===== src/design/vm86e_pkg.sv =====
package vm86e_pkg;

   // Opcodes and prefixes
   localparam logic [7:0] OPC_OPSIZE = 8'h66;
   localparam logic [7:0] OPC_ADSIZE = 8'h67;
   localparam logic [7:0] OPC_INT    = 8'hCD;
   localparam logic [7:0] OPC_PUSHF  = 8'h9C;
   localparam logic [7:0] OPC_POPF   = 8'h9D;
   localparam logic [7:0] OPC_OUTB   = 8'hEE;
   localparam logic [7:0] OPC_OUTW   = 8'hEF;
   localparam logic [7:0] OPC_INB    = 8'hEC;
   localparam logic [7:0] OPC_INW    = 8'hED;
   localparam logic [7:0] OPC_IRET   = 8'hCF;
   localparam logic [7:0] OPC_CLI    = 8'hFA;
   localparam logic [7:0] OPC_STI    = 8'hFB;

   // Interrupt vectors with special meaning
   localparam logic [7:0] VEC_EXIT = 8'h03;
   localparam logic [7:0] VEC_WAIT = 8'hFC;

   // Flag bits
   localparam int unsigned FLAG_IF_BIT = 9;
   localparam logic [31:0] FLAG_IF = 32'h0000_0200;
   localparam logic [31:0] FLAG_VM = 32'h0002_0000;

   // Status codes
   localparam logic [1:0] ST_RESUME    = 2'd0;
   localparam logic [1:0] ST_EXIT      = 2'd1;
   localparam logic [1:0] ST_WAIT      = 2'd2;
   localparam logic [1:0] ST_UNHANDLED = 2'd3;

   // Side item kinds
   localparam logic [3:0] SK_FINAL = 4'd0;
   localparam logic [3:0] SK_OUT8  = 4'd1;
   localparam logic [3:0] SK_OUT16 = 4'd2;
   localparam logic [3:0] SK_OUT32 = 4'd3;
   localparam logic [3:0] SK_IN8   = 4'd4;
   localparam logic [3:0] SK_IN16  = 4'd5;
   localparam logic [3:0] SK_IN32  = 4'd6;
   localparam logic [3:0] SK_MEM16 = 4'd7;
   localparam logic [3:0] SK_MEM32 = 4'd8;

   localparam int unsigned NUM_SIDES = 3;

   typedef struct packed {
      logic [31:0] insn_bytes;
      logic [15:0] guest_ip;
      logic [15:0] guest_cs;
      logic [15:0] guest_ss;
      logic [15:0] guest_sp;
      logic [31:0] guest_flags;
      logic [31:0] guest_acc;
      logic [15:0] guest_port;
      logic [31:0] port_read_data;
      logic [31:0] mem_word0;
      logic [31:0] mem_word1;
      logic [31:0] mem_word2;
   } req_type;

   typedef struct packed {
      logic [1:0]  status;
      logic [3:0]  side_kind;
      logic [20:0] side_addr;
      logic [31:0] side_data;
      logic [15:0] new_ip;
      logic [15:0] new_cs;
      logic [15:0] new_sp;
      logic [31:0] new_flags;
      logic [31:0] new_acc;
      logic        last;
   } rsp_type;

   // One side item; patch_if puts the virtual IF into data bit 9
   typedef struct packed {
      logic [3:0]  kind;
      logic [20:0] addr;
      logic [31:0] data;
      logic        patch_if;
   } side_type;

   // Decoded trap handed from the front end to the back end
   typedef struct packed {
      side_type [NUM_SIDES-1:0] sides;
      logic [1:0]  nside;
      logic [1:0]  status;
      logic [15:0] new_ip;
      logic [15:0] new_cs;
      logic [15:0] new_sp;
      logic [31:0] new_flags;
      logic [31:0] new_acc;
      logic        vif_wr;
      logic        vif_val;
   } job_type;

endpackage


===== src/design/vm86_sensitive_insn_emulator_core.sv =====
// A request is queued at acceptance; its first result then comes from the back end's
// output register, one result per cycle while rsp_ready holds, so a trap
// yields one result (final only) to four (three stack writes and the final).
// The front end decodes one request per cycle into a two-entry queue while it has room.
// Reset (synchronous, active high) clears the virtual IF, the queue and output valid.
module vm86_sensitive_insn_emulator_core (
   input  logic               clock,
   input  logic               reset,
   input  logic               req_valid,
   output logic               req_ready,
   input  vm86e_pkg::req_type req_payload,
   output logic               rsp_valid,
   input  logic               rsp_ready,
   output vm86e_pkg::rsp_type rsp_payload
);
   import vm86e_pkg::*;

   job_type dec_job;
   job_type q_job;
   logic    q_valid;
   logic    q_ready;

   // Decode
   vm86e_front u_front (
      .req (req_payload),
      .job (dec_job)
   );

   // Decoupling queue
   vm86e_queue u_queue (
      .clock      (clock),
      .reset      (reset),
      .push_valid (req_valid),
      .push_ready (req_ready),
      .push_data  (dec_job),
      .pop_valid  (q_valid),
      .pop_ready  (q_ready),
      .pop_data   (q_job)
   );

   // Execute and emit results
   vm86e_back u_back (
      .clock       (clock),
      .reset       (reset),
      .job_valid   (q_valid),
      .job_ready   (q_ready),
      .job         (q_job),
      .rsp_valid   (rsp_valid),
      .rsp_ready   (rsp_ready),
      .rsp_payload (rsp_payload)
   );

endmodule


===== src/design/vm86e_front.sv =====
module vm86e_front (
   input  vm86e_pkg::req_type req,
   output vm86e_pkg::job_type job
);
   import vm86e_pkg::*;

   function automatic logic [20:0] lin_addr(input logic [15:0] seg, input logic [15:0] off);
      lin_addr = {1'b0, seg, 4'b0000} + {5'b0_0000, off};
   endfunction

   logic [7:0]  byt [4];
   logic [2:0]  pos;
   logic        d32;
   logic        found;
   logic [7:0]  op;
   logic [7:0]  vec;
   logic [15:0] ip_p;
   logic [15:0] sp_int;
   logic [15:0] sp_push;
   logic [31:0] popped;

   // Prefix scan: find the first byte that is not a prefix
   always_comb begin
      pos   = 3'd4;
      d32   = 1'b0;
      found = 1'b0;
      for (int i = 0; i < 4; i++) begin
         byt[i] = req.insn_bytes[8*i +: 8];
         if (!found) begin
            if (byt[i] == OPC_OPSIZE) begin
               d32 = 1'b1;
            end else if (byt[i] != OPC_ADSIZE) begin
               found = 1'b1;
               pos   = 3'(i);
            end
         end
      end
   end

   assign ip_p    = req.guest_ip + {13'd0, pos};
   assign op      = byt[pos[1:0]];
   assign vec     = byt[pos[1:0] + 2'd1];
   assign sp_int  = req.guest_sp - 16'd6;
   assign sp_push = req.guest_sp - (d32 ? 16'd4 : 16'd2);

   // Instruction decode into side items and final registers
   always_comb begin
      job           = '0;
      job.status    = ST_UNHANDLED;
      job.new_ip    = ip_p;
      job.new_cs    = req.guest_cs;
      job.new_sp    = req.guest_sp;
      job.new_flags = req.guest_flags;
      job.new_acc   = req.guest_acc;
      popped        = '0;
      if (!pos[2]) begin
         case (op)
            OPC_INT: begin
               if (pos != 3'd3) begin
                  if (vec == VEC_EXIT) begin
                     job.status = ST_EXIT;
                  end else if (vec == VEC_WAIT) begin
                     job.status = ST_WAIT;
                     job.new_ip = ip_p + 16'd2;
                  end else begin
                     job.status         = ST_RESUME;
                     job.nside          = 2'd3;
                     job.sides[0].kind  = SK_MEM16;
                     job.sides[0].addr  = lin_addr(req.guest_ss, sp_int);
                     job.sides[0].data  = {16'd0, ip_p + 16'd2};
                     job.sides[1].kind  = SK_MEM16;
                     job.sides[1].addr  = lin_addr(req.guest_ss, sp_int + 16'd2);
                     job.sides[1].data  = {16'd0, req.guest_cs};
                     job.sides[2].kind  = SK_MEM16;
                     job.sides[2].addr  = lin_addr(req.guest_ss, sp_int + 16'd4);
                     job.sides[2].data  = {16'd0, req.guest_flags[15:0]};
                     job.sides[2].patch_if = 1'b1;
                     job.new_ip         = req.mem_word0[15:0];
                     job.new_cs         = req.mem_word0[31:16];
                     job.new_sp         = sp_int;
                  end
               end
            end
            OPC_PUSHF: begin
               job.status            = ST_RESUME;
               job.nside             = 2'd1;
               job.sides[0].kind     = d32 ? SK_MEM32 : SK_MEM16;
               job.sides[0].addr     = lin_addr(req.guest_ss, sp_push);
               job.sides[0].data     = d32 ? req.guest_flags
                                           : {16'd0, req.guest_flags[15:0]};
               job.sides[0].patch_if = 1'b1;
               job.new_sp            = sp_push;
               job.new_ip            = ip_p + 16'd1;
            end
            OPC_POPF: begin
               popped        = d32 ? req.mem_word0 : {16'd0, req.mem_word0[15:0]};
               job.status    = ST_RESUME;
               job.new_flags = popped | FLAG_VM | FLAG_IF;
               job.vif_wr    = 1'b1;
               job.vif_val   = popped[FLAG_IF_BIT];
               job.new_sp    = req.guest_sp + (d32 ? 16'd4 : 16'd2);
               job.new_ip    = ip_p + 16'd1;
            end
            OPC_OUTB: begin
               job.status        = ST_RESUME;
               job.nside         = 2'd1;
               job.sides[0].kind = SK_OUT8;
               job.sides[0].addr = {5'd0, req.guest_port};
               job.sides[0].data = {24'd0, req.guest_acc[7:0]};
               job.new_ip        = ip_p + 16'd1;
            end
            OPC_OUTW: begin
               job.status        = ST_RESUME;
               job.nside         = 2'd1;
               job.sides[0].kind = d32 ? SK_OUT32 : SK_OUT16;
               job.sides[0].addr = {5'd0, req.guest_port};
               job.sides[0].data = d32 ? req.guest_acc : {16'd0, req.guest_acc[15:0]};
               job.new_ip        = ip_p + 16'd1;
            end
            OPC_INB: begin
               job.status        = ST_RESUME;
               job.nside         = 2'd1;
               job.sides[0].kind = SK_IN8;
               job.sides[0].addr = {5'd0, req.guest_port};
               job.new_acc       = {req.guest_acc[31:8], req.port_read_data[7:0]};
               job.new_ip        = ip_p + 16'd1;
            end
            OPC_INW: begin
               job.status        = ST_RESUME;
               job.nside         = 2'd1;
               job.sides[0].kind = d32 ? SK_IN32 : SK_IN16;
               job.sides[0].addr = {5'd0, req.guest_port};
               job.new_acc       = d32 ? req.port_read_data
                                       : {req.guest_acc[31:16], req.port_read_data[15:0]};
               job.new_ip        = ip_p + 16'd1;
            end
            OPC_IRET: begin
               popped        = d32 ? req.mem_word2 : {16'd0, req.mem_word2[15:0]};
               job.status    = ST_RESUME;
               job.new_ip    = req.mem_word0[15:0];
               job.new_cs    = req.mem_word1[15:0];
               job.new_flags = popped | FLAG_VM | FLAG_IF;
               job.vif_wr    = 1'b1;
               job.vif_val   = popped[FLAG_IF_BIT];
               job.new_sp    = req.guest_sp + (d32 ? 16'd12 : 16'd6);
            end
            OPC_CLI: begin
               job.status  = ST_RESUME;
               job.vif_wr  = 1'b1;
               job.vif_val = 1'b0;
               job.new_ip  = ip_p + 16'd1;
            end
            OPC_STI: begin
               job.status  = ST_RESUME;
               job.vif_wr  = 1'b1;
               job.vif_val = 1'b1;
               job.new_ip  = ip_p + 16'd1;
            end
            default: begin
               job.status = ST_UNHANDLED;
            end
         endcase
      end
   end

endmodule


===== src/design/vm86e_queue.sv =====
module vm86e_queue (
   input  logic               clock,
   input  logic               reset,
   input  logic               push_valid,
   output logic               push_ready,
   input  vm86e_pkg::job_type push_data,
   output logic               pop_valid,
   input  logic               pop_ready,
   output vm86e_pkg::job_type pop_data
);
   import vm86e_pkg::*;

   job_type    entry_ff [2];
   logic       wr_ptr_ff, wr_ptr_in;
   logic       rd_ptr_ff, rd_ptr_in;
   logic [1:0] count_ff, count_in;
   logic       do_push, do_pop;

   assign push_ready = (count_ff != 2'd2);
   assign pop_valid  = (count_ff != 2'd0);
   assign pop_data   = entry_ff[rd_ptr_ff];
   assign do_push    = push_valid && push_ready;
   assign do_pop     = pop_valid && pop_ready;

   // Pointer and fill count update
   always_comb begin
      wr_ptr_in = do_push ? ~wr_ptr_ff : wr_ptr_ff;
      rd_ptr_in = do_pop ? ~rd_ptr_ff : rd_ptr_ff;
      count_in  = count_ff + {1'b0, do_push} - {1'b0, do_pop};
   end

   always_ff @(posedge clock) begin
      if (reset) begin
         wr_ptr_ff <= 1'b0;
         rd_ptr_ff <= 1'b0;
         count_ff  <= 2'd0;
      end else begin
         wr_ptr_ff <= wr_ptr_in;
         rd_ptr_ff <= rd_ptr_in;
         count_ff  <= count_in;
      end
   end

   // Entry storage
   always_ff @(posedge clock) begin
      if (do_push) begin
         entry_ff[wr_ptr_ff] <= push_data;
      end
   end

   a_count_range: assert property (@(posedge clock) disable iff (reset)
      count_ff != 2'd3)
      else $error("queue count out of range");

   a_ptrs_track: assert property (@(posedge clock) disable iff (reset)
      (count_ff == 2'd0 || count_ff == 2'd2) |-> wr_ptr_ff == rd_ptr_ff)
      else $error("queue pointers disagree with count");

   a_pop_order: assert property (@(posedge clock) disable iff (reset)
      do_pop |=> rd_ptr_ff != $past(rd_ptr_ff))
      else $error("read pointer did not advance");

endmodule


===== src/design/vm86e_back.sv =====
module vm86e_back (
   input  logic               clock,
   input  logic               reset,
   input  logic               job_valid,
   output logic               job_ready,
   input  vm86e_pkg::job_type job,
   output logic               rsp_valid,
   input  logic               rsp_ready,
   output vm86e_pkg::rsp_type rsp_payload
);
   import vm86e_pkg::*;

   logic [1:0] idx_ff, idx_in;
   logic       vif_ff, vif_in;
   logic       rsp_valid_ff, rsp_valid_in;
   rsp_type    rsp_ff, rsp_in;
   logic       load;
   logic       is_side;
   side_type   cur_side;

   assign load      = job_valid && (!rsp_valid_ff || rsp_ready);
   assign is_side   = idx_ff < job.nside;
   assign job_ready = load && !is_side;

   // Select the side item for this step
   always_comb begin
      case (idx_ff)
         2'd0:    cur_side = job.sides[0];
         2'd1:    cur_side = job.sides[1];
         2'd2:    cur_side = job.sides[2];
         default: cur_side = job.sides[0];
      endcase
   end

   // Build the next request on the result channel
   always_comb begin
      rsp_in = '0;
      if (is_side) begin
         rsp_in.side_kind = cur_side.kind;
         rsp_in.side_addr = cur_side.addr;
         rsp_in.side_data = cur_side.data;
         if (cur_side.patch_if) begin
            rsp_in.side_data[FLAG_IF_BIT] = vif_ff;
         end
      end else begin
         rsp_in.status    = job.status;
         rsp_in.side_kind = SK_FINAL;
         rsp_in.new_ip    = job.new_ip;
         rsp_in.new_cs    = job.new_cs;
         rsp_in.new_sp    = job.new_sp;
         rsp_in.new_flags = job.new_flags;
         rsp_in.new_acc   = job.new_acc;
         rsp_in.last      = 1'b1;
      end
   end

   // Step counter, virtual IF and output valid
   always_comb begin
      idx_in       = idx_ff;
      vif_in       = vif_ff;
      rsp_valid_in = rsp_valid_ff;
      if (load) begin
         rsp_valid_in = 1'b1;
         if (is_side) begin
            idx_in = idx_ff + 2'd1;
         end else begin
            idx_in = 2'd0;
            if (job.vif_wr) begin
               vif_in = job.vif_val;
            end
         end
      end else if (rsp_ready) begin
         rsp_valid_in = 1'b0;
      end
   end

   always_ff @(posedge clock) begin
      if (reset) begin
         idx_ff       <= 2'd0;
         vif_ff       <= 1'b0;
         rsp_valid_ff <= 1'b0;
      end else begin
         idx_ff       <= idx_in;
         vif_ff       <= vif_in;
         rsp_valid_ff <= rsp_valid_in;
      end
   end

   always_ff @(posedge clock) begin
      if (load) begin
         rsp_ff <= rsp_in;
      end
   end

   assign rsp_valid   = rsp_valid_ff;
   assign rsp_payload = rsp_ff;

   a_final_clean: assert property (@(posedge clock) disable iff (reset)
      rsp_valid_ff && rsp_ff.last |-> rsp_ff.side_kind == SK_FINAL && rsp_ff.side_data == '0)
      else $error("final request carries side fields");

   a_side_clean: assert property (@(posedge clock) disable iff (reset)
      rsp_valid_ff && !rsp_ff.last |->
         rsp_ff.side_kind != SK_FINAL && rsp_ff.status == ST_RESUME)
      else $error("side request malformed");

   a_step_bound: assert property (@(posedge clock) disable iff (reset)
      job_valid |-> idx_ff <= job.nside)
      else $error("step counter ran past side count");

   a_step_reset: assert property (@(posedge clock) disable iff (reset)
      job_ready |=> idx_ff == 2'd0)
      else $error("step counter not cleared after final");

endmodule


===== config.mk =====
export PLATFORM = sky130hd
export DESIGN_NAME = vm86_sensitive_insn_emulator_core
export DESIGN_NICKNAME = d
export VERILOG_FILES = /design/src/design/vm86e_pkg.sv /design/src/design/vm86_sensitive_insn_emulator_core.sv /design/src/design/vm86e_front.sv /design/src/design/vm86e_queue.sv /design/src/design/vm86e_back.sv
export SDC_FILE = /design/constraint.sdc
export NUM_CORES = 1
export LEC_CHECK = 0
export BUFFER_PORTS_ARGS = -buffer_cell sky130_fd_sc_hd__buf_2
export CORE_MARGIN = 4
export CORE_UTILIZATION = 60
export DETAILED_ROUTE_END_ITERATION = 16
export PLACE_DENSITY = 0.83
export SLEW_MARGIN = 20
export SYNTH_ARGS = -nofsm -noshare
export SYNTH_HDL_FRONTEND = slang
export SYNTH_SLANG_ARGS = --single-unit
export TNS_END_PERCENT = 1

===== constraint.sdc =====
create_clock -name clock -period 27 [get_ports clock]
set_clock_uncertainty 0.2 [all_clocks]
set_input_delay 1.35 -clock clock [delete_from_list [all_inputs] [get_ports clock]]
set_output_delay 1.35 -clock clock [all_outputs]
set_load 0.005 [all_outputs]

==> impl_metrics.tcl <==
set metrics [dict create \
    r2r_setup_slack_ps 22640 \
    synth_top_area_share_pct 60.7 \
    swShare_pct 31.6 \
    vias_per_cell 6.39 \
    layout.nets 3385 \
    min_path_type "reg2reg" \
    cts_tree "built" \
    criticalPathCategory "in2reg" \
    setup_slack_ps 19480 \
    finalHoldViolations 0 \
    overflow 0 \
    yosys_warnings 0 \
    p_int_uw 2380 \
    syn_nets 2958 \
    cts_hold_buffers 0 \
    yosysMostFrequentCell "edfxtp_1" \
    grtUsageTotal_pct 32.5 \
    numCtsBuffers 69 \
    vias 24400 \
    dp_cells 3677 \
    holdPathStages 2 \
    synth_area_um2 33300 \
    ys_async_sr_fraction_pct 0 \
    critical_path.max_fanout 9 \
    ios 482 \
    first_pass_iters 6 \
    clkLatencyLatePin_ps 600 \
    min_from "u_back.rsp_valid$_SDFFE_PP0P_" \
    yosysSeqAreaShare_pct 61.2 \
    synth_cell_type_count 106 \
    setup_viol 0 \
    die_w_um 243 \
    ctsResizeCount 0 \
    dp_slack_ps 18740 \
    drt_iter0_markers 2744 \
    vdd_ir_drop_max_uv 90.4 \
    worstPathArrival_ps 7640 \
    grt_max_degree 144 \
    syn_avg_cell_area_um2 12.9 \
    area_growth_syn_to_layout_pct 15.7 \
    hold_path_end "u_back.rsp_valid$_SDFFE_PP0P_" \
    wire_per_inst_um 26.4 \
    cellLeakagePower_uw 0.0141 \
    start_util_pct 60.5 \
    power.switching_uw 1100 \
    max_freq_mhz 133 \
    status "finished clean" \
    p_clk_share_pct 27.0 \
    ff2ff_path_depth 6 \
    fin_cells 3820 \
    dominantRegCellSynth "edfxtp_1" \
    place.gp.congestion 0.983 \
    io_buffers 464 \
    clockRootBuffer "clkbuf_16" \
    cts_max_level 3 \
    ys_seq_elements 681 \
    tightestPinTransition_ps 1230 \
    reg2reg_to "u_queue.entry_ff[1][113]$_DFFE_PP_" \
    max_slew_margin_pct 17.7 \
    crit_path_start_kind "input pin" \
    antenna_left 0 \
    core_um2 55000 \
    power_density_nw_per_um2 90.5 \
    rsz0062_at_grt "no" \
    drt-total-wl_um 101000 \
    post-route-min-period_ps 7520 \
    seqPwrFrac_pct 45.3 \
    p_comb_share_pct 27.7 \
    hpwl_um 70200 \
    drive_gt1_share_pct 25.0 \
    synth.largest_area_cell "edfxtp_1" \
    synth_edf_count 672 \
    finalCritPeriodShare_pct 27.8 \
    placementRows 86 \
    timing.setup.tns_ps 0 \
    drc 0 \
    die_h_um 243 \
    clk_pin_slew_ps 60 \
    grt_pass1_wl_um 148000 \
    required_ps 27120 \
    synthCells 2574 \
    yosys-top-cells-area "edfxtp_1 (61%), mux2i_1 (5.3%), mux2_2 (3.6%)" \
    fp.dieArea_um2 59300 \
    cts_setup_buffers 0 \
    r2r_start "u_queue.count_ff[0]$_SDFF_PP0_" \
    max_cap_violations 0 \
    critPathCaptureType "register" \
    cts_buffer_depth 3 \
    slew_viol_final 0 \
    synthTopCellsByCount "edfxtp_1 (672), nor2_1 (251), nand2_1 (184), mux2i_1 (177), mux2_2 (107)" \
    grt_pass1_vias 24300 \
    numClockSinks 681 \
    antenna_found_initial 28 \
]
[registers in the layout, summed over array words and instances, names as in the netlist, named ones only]
signal              flops
u_queue.rd_ptr_ff       1
u_back.idx_ff           2
u_queue.count_ff        2
u_queue.wr_ptr_ff       1
u_back.vif_ff           1
u_back.rsp_payload    172
u_queue.entry_ff      500
u_back.rsp_valid        1
[cells in the final DEF (no fill, tap or decap), drive strengths merged, types with 48 or more instances in the layout]
master / count
a21oi: 57
a22oi: 72
and2: 48
buf: 491
clkbuf: 88
edfxtp: 672
ha: 69
inv: 85
mux2: 107
mux2i: 177
nand2: 185
nor2: 257
o21ai: 114
xnor2: 75
[worst max path at each step]
stage                     start                            endpoint  cells past startpoint
3_3_place_gp   req_payload[283]   u_queue.entry_ff[0][84]$_DFFE_PP_                     19
4_1_cts        req_payload[283]   u_queue.entry_ff[0][84]$_DFFE_PP_                     19
3_5_place_dp   req_payload[283]   u_queue.entry_ff[0][89]$_DFFE_PP_                     19
5_1_grt        req_payload[278]  u_queue.entry_ff[0][170]$_DFFE_PP_                     24
6_report       req_payload[278]  u_queue.entry_ff[0][170]$_DFFE_PP_                     24
2_1_floorplan         req_valid    u_queue.entry_ff[0][0]$_DFFE_PP_                      2
[power by group through the flow]
| stage | sequential [uW] | combinational [uW] | clock [uW] |
|---|---|---|---|
| floorplan | 1640 | 542 | 0 |
| global placement | 1580 | 922 | 0 |
| detailed placement | 1600 | 946 | 0 |
| CTS | 1580 | 955 | 946 |
| global route | 1590 | 1020 | 991 |
| finish | 1580 | 964 | 939 |
[metal layers]
layer | wire [um] | track usage [%]
met1 | 37200 | 41.5
met2 | 48600 | 54.0
met3 | 10300 | 6.96
met4 | 4450 | 14.6
met5 | 65 | 0
[through the flow]
step / util, % / cell area, um2 / total power (uW) / hold slack [ps]
2_1_floorplan: - / 33300 / 2180 / 279
3_3_place_gp: 65.8 / 36200 / 2510 / 292
3_5_place_dp: 65.9 / 36200 / 2540 / 298
4_1_cts: 69.8 / 38400 / 3480 / 309
5_1_grt: 69.9 / 38500 / 3610 / 341
6_report: 70.0 / 38500 / 3480 / 313
[worst max-delay path: stages]
cell	delay (ps)
buf_2	130
nor3b_4	440
nand2_1	360
nor2_2	320
nand2_2	310
o21ai_0	250
buf_4	190
clkinv_1	350
ha_1	380
fa_1	550
nand2_1	120
xor2_1	260
inv_1	120
ha_1	290
a21o_1	200
a21oi_1	210
nand2b_1	140
a21boi_0	170
o2111a_1	340
o41ai_1	440
nand2b_1	150
a32o_1	300
a31oi_1	170
a31oi_1	70
[kinds of logic (layout without fill, tap and decap cells)]
| family | after synthesis | after routing | synth area share [%] |
|---|---|---|---|
| AND/OR/NAND/NOR | 707 | 707 | 10.4 |
| flip-flops | 681 | 681 | 61.2 |
| AO/OA/AOI/OAI | 492 | 492 | 10.6 |
| multiplexers | 284 | 284 | 8.95 |
| buffers and inverters | 219 | 695 | 2.74 |
| XOR/XNOR | 115 | 115 | 3.05 |
| adder cells (fa/ha/maj) | 76 | 76 | 3.02 |
| other | 0 | 22 | 0 |
[final cells by class]
class / instances / area [um2]
Timing Repair Buffer: 491 / 2570
Multi-Input combinational cell: 1674 / 12000
Inverter: 84 / 323
Clock buffer: 88 / 1840
Clock inverter: 32 / 354
Fill cell: 3696 / 16500
Antenna cell: 22 / 55.1
Sequential cell: 681 / 20400
Tap cell: 748 / 936
Note: power is estimated with default switching activity, not from simulation.
